<file path="config.mk">
export PLATFORM = sky130hd
export DESIGN_NAME = scanline_gradient_edge_pairing_top
export DESIGN_NICKNAME = d
export VERILOG_FILES = /design/src/hdl/sgep_pkg.sv /design/src/hdl/sgep_csr.sv /design/src/hdl/sgep_core.sv /design/src/hdl/scanline_gradient_edge_pairing_top.sv
export SDC_FILE = /design/constraint.sdc
export NUM_CORES = 1
export LEC_CHECK = 0
export ABC_AREA = 0
export BUFFER_PORTS_ARGS = -buffer_cell sky130_fd_sc_hd__buf_2
export CORE_MARGIN = 2
export CORE_UTILIZATION = 37
export CTS_CLUSTER_DIAMETER = 120
export DETAILED_ROUTE_END_ITERATION = 8
export PLACE_DENSITY_LB_ADDON = 0.12
export SYNTH_ARGS = -nofsm -noshare
export SYNTH_HDL_FRONTEND = slang
export SYNTH_HIERARCHICAL = 1
export SYNTH_SLANG_ARGS = --single-unit
</file>
<file path="constraint.sdc">
create_clock -name clock -period 13.5 [get_ports clock]
set_input_delay 2.7 -clock clock [delete_from_list [all_inputs] [get_ports clock]]
set_output_delay 2.7 -clock clock [all_outputs]
set_load 0.01 [all_outputs]
</file>
<file path="src/hdl/sgep_pkg.sv">
`default_nettype none
// ----------------------------------------------------------------------------
// sgep_pkg: shared types and constants of the scanline edge pairing block
// Field widths, register map, result kinds and the transaction structs that
// travel between the block's modules.
// ----------------------------------------------------------------------------
package sgep_pkg;

   // field widths
   localparam int LUMA_W   = 8;
   localparam int ROW_W    = 10;
   localparam int COL_W    = 10;
   localparam int SCAN_W   = 6;
   localparam int EROW_W   = 11;
   localparam int THR_W    = 7;
   localparam int GRAD_W   = 10;

   // default row width actually used from the row field
   localparam int ROW_BITS_DEF = 10;

   // register map
   localparam int CSR_DATA_W = 32;
   localparam int CSR_ADDR_W = 3;
   localparam logic [CSR_ADDR_W-1:0] CSR_ADDR_THRESHOLD = 3'd0;
   localparam logic [THR_W-1:0]      THRESHOLD_RESET    = 7'd8;

   // result kind
   typedef enum logic {
      EDGE_BEGIN = 1'b0,
      EDGE_END   = 1'b1
   } edge_kind_type;

   // one input transaction
   typedef struct packed {
      logic [LUMA_W-1:0] luma;
      logic [ROW_W-1:0]  row;
      logic [COL_W-1:0]  column;
      logic [SCAN_W-1:0] scanline_index;
      logic              first_sample;
      logic              last_sample;
   } sgep_item_type;

   // one result transaction
   typedef struct packed {
      edge_kind_type     edge_kind;
      logic [EROW_W-1:0] edge_row;
      logic [COL_W-1:0]  edge_column;
      logic              pair_found;
      logic [EROW_W-1:0] pair_begin_row;
      logic [EROW_W-1:0] pair_center_row;
      logic [SCAN_W-1:0] pair_scanline;
   } sgep_result_type;

endpackage
`default_nettype wire

</file>
<file path="src/hdl/sgep_csr.sv">
`default_nettype none
// ----------------------------------------------------------------------------
// sgep_csr: configuration register file
// APB-style slave holding the brightness threshold; pready is always high.
// ----------------------------------------------------------------------------
module sgep_csr
   import sgep_pkg::*;
(
   input  wire logic                  clock,
   input  wire logic                  reset,
   input  wire logic                  psel,
   input  wire logic                  penable,
   input  wire logic                  pwrite,
   input  wire logic [CSR_ADDR_W-1:0] paddr,
   input  wire logic [CSR_DATA_W-1:0] pwdata,
   output logic      [CSR_DATA_W-1:0] prdata,
   output logic                       pready,
   output logic      [THR_W-1:0]      threshold
);

   logic [THR_W-1:0] threshold_ff;
   logic [THR_W-1:0] threshold_in;
   logic             wr_en;

   assign pready = 1'b1;
   assign wr_en  = psel && penable && pwrite && pready && (paddr == CSR_ADDR_THRESHOLD);

   // threshold register
   always_comb begin
      threshold_in = threshold_ff;
      if (wr_en) begin
         threshold_in = pwdata[THR_W-1:0];
      end
   end

   always_ff @(posedge clock) begin
      if (reset) begin
         threshold_ff <= THRESHOLD_RESET;
      end else begin
         threshold_ff <= threshold_in;
      end
   end

   // read back
   always_comb begin
      prdata = '0;
      if (paddr == CSR_ADDR_THRESHOLD) begin
         prdata = CSR_DATA_W'(threshold_ff);
      end
   end

   assign threshold = threshold_ff;

endmodule
`default_nettype wire

</file>
<file path="src/hdl/sgep_core.sv">
`default_nettype none
// ----------------------------------------------------------------------------
// sgep_core: gradient peak tracking and edge pairing
// Holds the scan line state and evaluates one sample per cycle while fire is high: gradient,
// rising and falling peak checks, begin/end edge report and pairing.
// ----------------------------------------------------------------------------
module sgep_core
   import sgep_pkg::*;
#(
   parameter int ROW_BITS = ROW_BITS_DEF
)
(
   input  wire logic            clock,
   input  wire logic            reset,
   input  wire logic            fire,
   input  wire sgep_item_type   item,
   input  wire logic [THR_W-1:0] threshold,
   output logic                 hit,
   output sgep_result_type      result
);

   localparam int ER_W = ROW_BITS + 1;

   // scan line state
   logic [LUMA_W-1:0]        prev_luma_ff, prev_luma_in;
   logic signed [GRAD_W-1:0] grad_high_ff, grad_high_in;
   logic signed [GRAD_W-1:0] grad_low_ff,  grad_low_in;
   logic [ER_W-1:0]          peak_row_ff,  peak_row_in;
   logic                     pending_ff,   pending_in;
   logic [ER_W-1:0]          begin_row_ff, begin_row_in;

   logic signed [GRAD_W-1:0] t_pos, t_neg, g;
   logic [LUMA_W-1:0]        prev_eff;
   logic signed [GRAD_W-1:0] high0, low0, high1, low1;
   logic [ER_W-1:0]          peak0, peak1, here;
   logic                     pend0, pend1;
   logic                     rise, fall, end_hit, begin_hit;
   logic [ER_W:0]            pair_sum;

   // threshold and row of this sample
   assign t_pos = signed'({2'b00, threshold, 1'b0});
   assign t_neg = -t_pos;
   assign here  = ER_W'(ROW_BITS'(item.row)) + ER_W'(1);

   // restart on the first sample of a line
   always_comb begin
      if (item.first_sample) begin
         prev_eff = item.luma;
         high0    = t_neg;
         low0     = t_pos;
         pend0    = 1'b0;
         peak0    = here;
      end else begin
         prev_eff = prev_luma_ff;
         high0    = grad_high_ff;
         low0     = grad_low_ff;
         pend0    = pending_ff;
         peak0    = peak_row_ff;
      end
   end

   assign g = signed'({2'b00, item.luma} - {2'b00, prev_eff});

   // rising peak: closes a falling peak into an end edge
   assign rise    = g > high0;
   assign end_hit = rise && (low0 < t_neg);
   assign high1   = rise ? g : high0;
   assign low1    = rise ? t_pos : low0;
   assign peak1   = rise ? here : peak0;
   assign pend1   = end_hit ? 1'b0 : pend0;

   // falling peak: closes a rising peak into a begin edge
   assign fall      = g < low1;
   assign begin_hit = fall && (high1 > t_pos);

   assign pair_sum = {1'b0, begin_row_ff} + {1'b0, peak0};

   // next state
   always_comb begin
      prev_luma_in = item.luma;
      grad_high_in = fall ? t_neg : high1;
      grad_low_in  = fall ? g : low1;
      peak_row_in  = fall ? here : peak1;
      pending_in   = item.last_sample ? 1'b0 : (begin_hit ? 1'b1 : pend1);
      begin_row_in = begin_hit ? peak1 : begin_row_ff;
   end

   always_ff @(posedge clock) begin
      if (reset) begin
         prev_luma_ff <= '0;
         grad_high_ff <= '0;
         grad_low_ff  <= '0;
         peak_row_ff  <= '0;
         pending_ff   <= 1'b0;
         begin_row_ff <= '0;
      end else if (fire) begin
         prev_luma_ff <= prev_luma_in;
         grad_high_ff <= grad_high_in;
         grad_low_ff  <= grad_low_in;
         peak_row_ff  <= peak_row_in;
         pending_ff   <= pending_in;
         begin_row_ff <= begin_row_in;
      end
   end

   // result transaction (the end and begin edges never fire together)
   assign hit = end_hit || begin_hit;

   always_comb begin
      result             = '0;
      result.edge_column = item.column;
      if (end_hit) begin
         result.edge_kind = EDGE_END;
         result.edge_row  = EROW_W'(peak0);
         if (pend0) begin
            result.pair_found      = 1'b1;
            result.pair_begin_row  = EROW_W'(begin_row_ff);
            result.pair_center_row = EROW_W'(pair_sum[ER_W:1]);
            result.pair_scanline   = item.scanline_index;
         end
      end else begin
         result.edge_kind = EDGE_BEGIN;
         result.edge_row  = EROW_W'(peak1);
      end
   end

endmodule
`default_nettype wire

</file>
<file path="src/hdl/scanline_gradient_edge_pairing_top.sv">
`default_nettype none
// ----------------------------------------------------------------------------
// scanline_gradient_edge_pairing_top: scan line edge detector with pairing
// Input register, peak tracking core, result register.
// ----------------------------------------------------------------------------
// Accepts one luminance sample per clock while req_stall is low. The sample is
// captured in the input register, the core evaluates the gradient against the
// tracked peaks combinationally and any edge is written into the result
// register when the core fires; a stall on the result side delays that.
// Throughput is one sample per cycle while no stall holds, limited only by the
// single state update in the core. A sample that yields no edge still passes
// the core in order. A stall on the result side holds the result register
// and, one item deep behind it, the input register.
// The threshold register should only be written while no sample is in flight.
// ----------------------------------------------------------------------------
module scanline_gradient_edge_pairing_top
   import sgep_pkg::*;
#(
   parameter int ROW_BITS = ROW_BITS_DEF
)
(
   input  wire logic                  clock,
   input  wire logic                  reset,
   // sample channel
   input  wire logic                  req_valid,
   output logic                       req_stall,
   input  wire logic [LUMA_W-1:0]     req_luma,
   input  wire logic [ROW_W-1:0]      req_row,
   input  wire logic [COL_W-1:0]      req_column,
   input  wire logic [SCAN_W-1:0]     req_scanline_index,
   input  wire logic                  req_first_sample,
   input  wire logic                  req_last_sample,
   // edge channel
   output logic                       rsp_valid,
   input  wire logic                  rsp_stall,
   output logic                       rsp_edge_kind,
   output logic      [EROW_W-1:0]     rsp_edge_row,
   output logic      [COL_W-1:0]      rsp_edge_column,
   output logic                       rsp_pair_found,
   output logic      [EROW_W-1:0]     rsp_pair_begin_row,
   output logic      [EROW_W-1:0]     rsp_pair_center_row,
   output logic      [SCAN_W-1:0]     rsp_pair_scanline,
   // configuration
   input  wire logic                  psel,
   input  wire logic                  penable,
   input  wire logic                  pwrite,
   input  wire logic [CSR_ADDR_W-1:0] paddr,
   input  wire logic [CSR_DATA_W-1:0] pwdata,
   output logic      [CSR_DATA_W-1:0] prdata,
   output logic                       pready
);

   logic             in_valid_ff, in_valid_in;
   sgep_item_type    item_ff, item_in;
   logic             out_valid_ff, out_valid_in;
   sgep_result_type  result_ff, result_in;
   sgep_result_type  core_result;
   logic             core_hit;
   logic             out_free, fire, req_accept;
   logic [THR_W-1:0] threshold;

   // configuration registers
   sgep_csr u_csr (
      .clock     (clock),
      .reset     (reset),
      .psel      (psel),
      .penable   (penable),
      .pwrite    (pwrite),
      .paddr     (paddr),
      .pwdata    (pwdata),
      .prdata    (prdata),
      .pready    (pready),
      .threshold (threshold)
   );

   // flow control
   assign out_free   = !out_valid_ff || !rsp_stall;
   assign fire       = in_valid_ff && out_free;
   assign req_stall  = in_valid_ff && !out_free;
   assign req_accept = req_valid && !req_stall;

   // input register
   always_comb begin
      item_in.luma           = req_luma;
      item_in.row            = req_row;
      item_in.column         = req_column;
      item_in.scanline_index = req_scanline_index;
      item_in.first_sample   = req_first_sample;
      item_in.last_sample    = req_last_sample;
      if (req_accept) begin
         in_valid_in = 1'b1;
      end else if (fire) begin
         in_valid_in = 1'b0;
      end else begin
         in_valid_in = in_valid_ff;
      end
   end

   always_ff @(posedge clock) begin
      if (reset) begin
         in_valid_ff <= 1'b0;
      end else begin
         in_valid_ff <= in_valid_in;
      end
   end

   always_ff @(posedge clock) begin
      if (req_accept) begin
         item_ff <= item_in;
      end
   end

   // peak tracking core
   sgep_core #(
      .ROW_BITS (ROW_BITS)
   ) u_core (
      .clock     (clock),
      .reset     (reset),
      .fire      (fire),
      .item      (item_ff),
      .threshold (threshold),
      .hit       (core_hit),
      .result    (core_result)
   );

   // result register
   assign result_in = core_result;

   always_comb begin
      if (fire) begin
         out_valid_in = core_hit;
      end else if (out_free) begin
         out_valid_in = 1'b0;
      end else begin
         out_valid_in = out_valid_ff;
      end
   end

   always_ff @(posedge clock) begin
      if (reset) begin
         out_valid_ff <= 1'b0;
      end else begin
         out_valid_ff <= out_valid_in;
      end
   end

   always_ff @(posedge clock) begin
      if (fire && core_hit) begin
         result_ff <= result_in;
      end
   end

   assign rsp_valid           = out_valid_ff;
   assign rsp_edge_kind       = result_ff.edge_kind;
   assign rsp_edge_row        = result_ff.edge_row;
   assign rsp_edge_column     = result_ff.edge_column;
   assign rsp_pair_found      = result_ff.pair_found;
   assign rsp_pair_begin_row  = result_ff.pair_begin_row;
   assign rsp_pair_center_row = result_ff.pair_center_row;
   assign rsp_pair_scanline   = result_ff.pair_scanline;

endmodule
`default_nettype wire

</file>
==> summary by stage, run 1 <==
Drt
The remaining routing DRC violations is 0. The mean number of vias per cell is 4.980. The count of TritonRoute iterations in the first routing pass is 5. Wires add up to 20.66 mm. The count of vias placed by the detailed router is 6,359.

The first routing iteration left 333 violations. The final routed wire length divided by cell count is 16.18 um. Once detail routing completed, the nets flagged for antenna violations numbered 0.

Global route
After global routing the overflow that remains totals 0. The maximum number of pins on one net before global-route repair is 52. The number of antenna violations at the first check in global routing was 0. The global-route wire length before repair is 32.98 mm. In the global route stage, overall resource usage came out at 0.1707. The via count of the first global-routing pass is 6,053.

Cells and area
The area growth from synthesis to layout is 14.35%. The finished layout holds 1,277 standard cells, fillers aside. Once layout is complete, the utilization of the core stands at 0.4286. In the final layout, the share of cells above drive strength 1 is 0.2192. The repair_antennas step left the layout with diodes totalling 0. The number of nets at the end of the flow is 1,080. The leading cell type in the layout, fill and taps excluded is sky130_fd_sc_hd__buf_2.

The library cells used most frequently in the layout, excluding fill and tap cells, are sky130_fd_sc_hd__buf_2 (112), sky130_fd_sc_hd__edfxtp_1 (87), sky130_fd_sc_hd__nand2_1 (77).

Die
The core region is 0.02333 mm2. The floorplan step set the die height to 157.7 um. The die covers 0.02488 mm2. The initial utilization of the core area, before any placement, comes to 0.3748. The top-level port count is 164.

The die is 157.7 um wide. The count of standard-cell rows is 56.

Power and ir drop
The share of total power dissipated in combinational logic is 0.328. The worst-case IR drop observed on VDD is 0.09751 mV. The power share of the clock group is 0.310. The sequential cell fraction of total power is 0.363. The design draws 1.501 mW.

The cell-internal power is 968.6 uW. Summed over all nets, the switching power comes to 532.9 uW. Of the total power, the share spent switching nets is 0.3549.

The power density of the placed cells is 150.1 mW/mm2. The analysis attributes to cell leakage a power of 4.128 nW.

Placed design
The total instance count after detailed placement is 1,245. Routability-driven placement finished with a final weighted congestion of 0.8206. Port buffering added 112 buffers. The final HPWL from detailed placement is 14.27 mm.

Setup path
The highest net fanout along the worst path is 51. On the worst path, the slowest cell contributes a delay of 0.56 ns. The endpoint kind of the worst setup timing path is a register. The number of buffers and inverters on the critical path is 4.

The master of the slowest instance on the critical path is sky130_fd_sc_hd__o221ai_4. STA classifies the critical path startpoint as a register. By instance count, the cell type seen most on the critical path is sky130_fd_sc_hd__a21oi_1.

The start-to-end type of the worst setup path is register to register. The worst endpoint required time is 13.55 ns. The endpoint arrival time on the critical path is 7.96 ns. Across all register-to-register paths, the minimum setup slack is 5.59 ns. Grouping stages by cell kind, the critical path spends the most delay in compound AO/OA/AOI/OAI gates.

STA
The setup total negative slack is 0 ns. The worst clock skew is 0.01696 ns. In the finished design, the share of the clock period the worst path needs comes to 0.5859.

Headroom to the max-slew limit came out at 0.2243. Setup repair after global routing left no endpoint under its margin. The count of pins over their slew limit is 0. For the pin with the worst max-slew slack, the measured transition is 1.159 ns. The number of setup violations in the final report is 0. Based on the critical path, the design can be clocked at up to 0.1264 GHz. The worst-case hold slack is 0.4225 ns. The count of endpoints failing hold in the final timing report is 0. The final critical-path required period is 7.910 ns.

Clock tree
The clock sink total is 147. The root buffer selected by CTS is sky130_fd_sc_hd__clkbuf_16. The H-tree generated during clock tree synthesis spans 4 levels. The clock latency at the later pin of the worst-skew pair is 0.43 ns. The number of buffers added for setup after CTS is 0. The number of buffers on the longest clock path is 2. TritonCTS built the clock tree.

In this run, CTS created clock tree buffers numbering 17. The total of cells resized after clock tree synthesis is 0. The clock-pin slew of the registers on the worst-case setup and hold paths is 0.07 ns.

For this design, the CTS-stage hold fixing added 0 buffers.

Synthesis
The number of synthesized flops with an enable pin is 87. The combined area of all synthesized cells is 0.008746 mm2. The primary flip-flop cell chosen by synthesis mapping is sky130_fd_sc_hd__edfxtp_1. The mean instance size in the synthesized netlist is 10.23 um2. The count of distinct cell types in the synthesized netlist is 75. After synthesis, the share of flip-flops with an asynchronous set or reset is 0.

During synthesis, Yosys emitted a total of 6 warnings. The share of synthesized area occupied by flip-flops and latches is 0.4361. The cell count after synthesis came out at 855. The number of synthesized register bits is 147.

Min path
The min-delay analysis places its worst path in the category register to register.

Job
The tool flagged a number of max-cap violations equal to 0.

Outcome
The flow ran to the end, and the final reports show no timing, DRC or antenna violations.
-- layout make-up --
cell class                      count  area (um2)
Clock buffer                       18       429.2
Clock inverter                     14       141.4
Fill cell                        2300       13330
Inverter                           42       157.7
Multi-Input combinational cell    612        4402
Sequential cell                   147        3814
Tap cell                          319       399.1
Timing Repair Buffer              125       658.1
-- synth_stat cells (4+ instances only) --
library cell	n	area, um2
sky130_fd_sc_hd__nor3_1	7	35.03
sky130_fd_sc_hd__a21o_1	14	105.1
sky130_fd_sc_hd__nor2b_1	5	31.28
sky130_fd_sc_hd__xnor2_1	18	157.7
sky130_fd_sc_hd__o21ai_0	30	150.1
sky130_fd_sc_hd__mux2_2	24	270.3
sky130_fd_sc_hd__buf_4	38	285.3
sky130_fd_sc_hd__and2_2	7	52.55
sky130_fd_sc_hd__ha_1	55	688.2
sky130_fd_sc_hd__a311oi_1	12	105.1
sky130_fd_sc_hd__xor2_1	8	70.07
sky130_fd_sc_hd__inv_1	41	153.9
sky130_fd_sc_hd__nor2_1	62	232.7
sky130_fd_sc_hd__buf_2	6	30.03
sky130_fd_sc_hd__a31oi_1	4	25.02
sky130_fd_sc_hd__dfxtp_1	60	1201
sky130_fd_sc_hd__buf_6	7	78.83
sky130_fd_sc_hd__and2_1	19	118.9
sky130_fd_sc_hd__mux2i_1	53	530.5
sky130_fd_sc_hd__nand3_1	17	85.08
sky130_fd_sc_hd__clkbuf_1	23	86.33
sky130_fd_sc_hd__or4_1	4	30.03
sky130_fd_sc_hd__o221ai_1	6	52.55
sky130_fd_sc_hd__nand2_1	77	289.0
sky130_fd_sc_hd__and3_1	10	62.56
sky130_fd_sc_hd__a211oi_1	8	60.06
sky130_fd_sc_hd__nand2b_1	19	118.9
sky130_fd_sc_hd__edfxtp_1	87	2613
sky130_fd_sc_hd__a21oi_1	52	260.3
sky130_fd_sc_hd__a311o_1	7	70.07
sky130_fd_sc_hd__nor4_1	5	31.28
sky130_fd_sc_hd__o21bai_1	6	45.04
-- registers in the layout, indices dropped and copies added (netlist names) --
signal and flops:
u_core/pending_ff 1, u_core/grad_high_ff 10, rsp_valid 1, rsp_pair_center_row 11, u_core/begin_row_ff 11, rsp_edge_column 10
u_core/peak_row_ff 11, rsp_pair_found 1, rsp_pair_begin_row 11, rsp_edge_kind 1, u_core/prev_luma_ff 8, u_core/grad_low_ff 10
item_ff 36, rsp_edge_row 11, u_csr/threshold 7, in_valid_ff 1, rsp_pair_scanline 6
-- metal layers --
metal  share of wire  global-route usage
met1            0.50              0.2470
met2            0.44              0.2627
met3           0.050             0.03121
met4          0.0076             0.04286
met5               0                   0
-- power by group through the flow --
stage	logic [mW]	registers [mW]	clock network (mW)
3_5_place_dp	0.489	0.554	0
5_1_grt	0.542	0.550	0.501
4_1_cts	0.492	0.545	0.481
2_1_floorplan	0.372	0.559	0
6_report	0.492	0.544	0.465
3_3_place_gp	0.487	0.554	0
-- stage by stage --
step	instance area [um2]	worst slack (ns)
2_1_floorplan	8836	4.002
3_3_place_gp	9430	5.657
3_5_place_dp	9430	5.554
4_1_cts	10000	5.516
5_1_grt	10000	4.889
6_report	10000	5.590
-- worst paths after layout --
check                                 from                 end  cells after the start
worst max-delay path            item_ff[1]     rsp_edge_row[1]                     31
worst max register to register  item_ff[1]     rsp_edge_row[1]                     31
worst min register to register  item_ff[8]  rsp_edge_column[0]                      0
worst min-delay path            item_ff[8]  rsp_edge_column[0]                      0
-- kinds of logic after synthesis --
kind of cell	after synthesis	share of synthesized area
and+or+nand+nor	253	0.1448
adders and majority gates	57	0.08326
DFF	147	0.4361
AOI/OAI and AO/OA	170	0.1351
other	2	0.0008587
xor gates and xnor gates	28	0.03105
buffers and inverters	120	0.07482
muxes	78	0.09413
(Power assumes the default switching activity.)
==> run 2: changes to the inputs <==
==> constraint.sdc (replaced) <==
create_clock -name clock -period 7.2 [get_ports clock]
set_input_delay 1.44 -clock clock [delete_from_list [all_inputs] [get_ports clock]]
set_output_delay 1.44 -clock clock [all_outputs]
set_load 0.01 [all_outputs]
==> summary by stage, run 2 (same netlist as run 1, synthesis figures left out) <==
STA
The highest clock rate is 0.1482 GHz (+17%). The headroom to the max-slew limit came to 0.2242 (about the same). The worst clock skew is 0.007371 ns (-0.009592 ns). The share of the clock period used by the worst path came to 0.9374 (+0.3515). The final critical-path setup slack came to 0.4507 ns (-5.139 ns).

The final critical-path required period was 6.749 ns (-1.161 ns). The worst-case hold slack is 0.4191 ns (-0.003402 ns). The transition time of the tightest slew-check pin is 1.159 ns (+0.0002491 ns). The count of pins over their slew limit is 0 (unchanged). The count of endpoints failing hold in the final timing report came to 0 (unchanged). Setup repair after global routing left no endpoint under its margin. The number of setup violations in the final report was 0 (unchanged). The setup total negative slack is 0 ns (unchanged).

Global route
The via count of the first global-routing pass came to 6,197 (+2.4%). The global-route wire length before repair is 33.30 mm (+0.96%). The overall global routing resource usage came to 0.1721 (+0.001360). The maximum number of pins on one net before global-route repair came to 51 (-1.9%). The global route total overflow came to 0 (unchanged). The number of antenna violations at the first check in global routing came to 0 (unchanged).

Setup path
The worst-case reg-to-reg path depth was 32 (+3.2%). The reg-to-reg setup timing slack is 0.45 ns (-5.14 ns). The startpoint of the most critical setup path is item_ff[1]. The most numerous cell type found on the critical path is sky130_fd_sc_hd__a21o_1. The kind of start point of the critical path is a register. The start-to-end type of the worst setup path is register to register. The highest net fanout along the worst path is 23 (-55%). The worst endpoint required time is 7.38 ns (-6.17 ns). The master of the slowest instance on the critical path is sky130_fd_sc_hd__edfxtp_1. The startpoint of the worst register-to-register path is item_ff[1].

The endpoint kind of the worst setup timing path is a register. The endpoint arrival time on the critical path is 6.93 ns (-1.03 ns). The worst reg2reg path endpoint is rsp_edge_kind.

The critical path's largest stage delay was 0.49 ns (-0.07 ns).

Clock tree
The clock latency at the later pin of the worst-skew pair was 0.42 ns (about the same). The total clock buffers created by CTS is 17 (unchanged). The root buffer cell chosen for the clock tree is sky130_fd_sc_hd__clkbuf_16. TritonCTS built the clock tree. The clock sink total is 147 (unchanged). The clock-pin slew of the registers on the worst-case setup and hold paths is 0.06 ns (about the same). The number of buffers inserted for hold repair after clock tree synthesis is 0 (unchanged). The level count of the clock H-tree was 4 (unchanged). The number of buffers on the longest clock path is 2 (unchanged).

Job
The total of max-cap violations was 0 (unchanged).

Placed design
The pre-CTS setup slack is 0.4136 ns (-5.141 ns). The final HPWL from detailed placement is 14.95 mm (+4.8%). The number of I/O port buffers is 112 (unchanged). The total instance count after detailed placement is 1,259 (+1.1%).

The placer's final routability congestion estimate is 0.8160 (-0.56%).

Drt
The remaining routing DRC violations is 0 (unchanged). The total length of routed wires came to 20.85 mm (+0.90%). The final routed wire length divided by cell count is 16.08 um (-0.58%). The count of vias placed by the detailed router is 6,362 (+0.047%). The number of violations reported at the end of detailed-routing iteration 0 is 330 (-0.90%).

The count of TritonRoute iterations in the first routing pass is 5 (unchanged). The mean number of vias per cell was 4.909 (-1.4%). The count of antenna-violating nets left after detailed routing is 0 (unchanged).

Cells and area
The share of final-layout standard cells stronger than drive strength 1 is 0.2395 (+0.02030). Leaving out fill and tap cells, the most frequent cells in the layout are sky130_fd_sc_hd__buf_2 (112), sky130_fd_sc_hd__edfxtp_1 (87), sky130_fd_sc_hd__nand2_1 (77). The number of diodes is 0 (unchanged).

The flip-flop count of the largest register after layout was 36 (unchanged). The final core utilization is 0.4382 (+0.009545). The number of nets at the end of the flow is 1,099 (+1.8%). The area growth from synthesis to final layout is 16.90%. The post-route non-filler standard cell count is 1,296 (+1.5%). The top register by number of flip-flops is item_ff. The leading cell type in the layout, fill and taps excluded is sky130_fd_sc_hd__buf_2.

Die
The y dimension of the die is 157.7 um (unchanged). The count of standard-cell rows was 56 (unchanged). The width of the die is 157.7 um (unchanged). The initial core utilization was 0.3748 (unchanged). The top-level port count is 164 (unchanged).

The die footprint is 0.02488 mm2 (unchanged). The area inside the core boundary came to 0.02333 mm2 (unchanged).

Min path
The endpoint of the worst hold-timing path is rsp_edge_column[7]. The worst min-delay path class is register to register. The launch point of the worst hold path is item_ff[15]. The hold-critical path depth is 0 (unchanged).

Power and ir drop
The power density of the placed cells is 282.1 mW/mm2 (+88%). The total leakage power is 4.242 nW (+2.8%). The maximum vdd ir drop came to 0.1669 mV (+71%).

Outcome
The run finished with clean final reports.
## run 2: cell types whose count changed in the layout (fill, tap and decap cells not counted), moves of 2 or more
cell | previous run | this run
sky130_fd_sc_hd__inv_6 | 6 | 3
sky130_fd_sc_hd__buf_4 | 13 | 27
sky130_fd_sc_hd__inv_8 | 2 | 4
sky130_fd_sc_hd__mux2i_2 | 0 | 2
sky130_fd_sc_hd__mux2i_1 | 53 | 51
sky130_fd_sc_hd__buf_12 | 0 | 4
## run 2: stage by stage
stage	total power, mW	area, um2
floorplan	1.746	8865
global placement	2.006	9579
detailed placement	2.010	9579
CTS	2.899	10150
global route	3.056	10220
finish	2.884	10220
## run 2: where the power goes
part	leakage (nW)	internal [mW]	switching, mW
sequential	1.35	0.986	0.0361
combinational	2.62	0.402	0.586
clock	0.275	0.488	0.386
## run 2: what timing repair did
item / CTS / global route
setup endpoints to repair: 0 / 51
hold endpoints to repair: 0 / 0
resized for setup: 0 / 4
buffers inserted: 0 / 5
## run 2: layer usage
layer | vias to the layer above | global-route usage | share of wire
li1 | 3235 | - | -
met1 | 2949 | 0.2439 | 0.49
met2 | 163 | 0.2679 | 0.44
met3 | 15 | 0.03340 | 0.053
met4 | 0 | 0.04675 | 0.012
met5 | - | 0 | 0
## run 2: worst max path at each step
stage                               endpoint  cells past startpoint  slack, ns
final                          rsp_edge_kind                     32       0.45
after global routing           rsp_edge_kind                     32       0.01
after CTS                      rsp_edge_kind                     31       0.36
after detailed placement       rsp_edge_kind                     31       0.41
after global placement       rsp_edge_row[1]                     30       0.40
after floorplan           rsp_edge_column[0]                     33      0.003
## run 2: cell type report
cell class              count  area (um2)
repair buffers            144       854.6
multi-input cells         612        4423
clock buffers              18       429.2
flip-flops and latches    147        3814
clock inverters            14       146.4
fillers                  2295       13110
well taps                 319       399.1
inverters                  42       157.7
## run 2: worst max-delay path: cells and delay by family (launching register included)
kind | cells | cell delay [ns]
compound gates | 18 | 3.09
buf+inv | 5 | 0.80
flops | 1 | 0.49
fa+ha+maj | 3 | 0.82
mux | 2 | 0.48
simple gates | 4 | 0.83
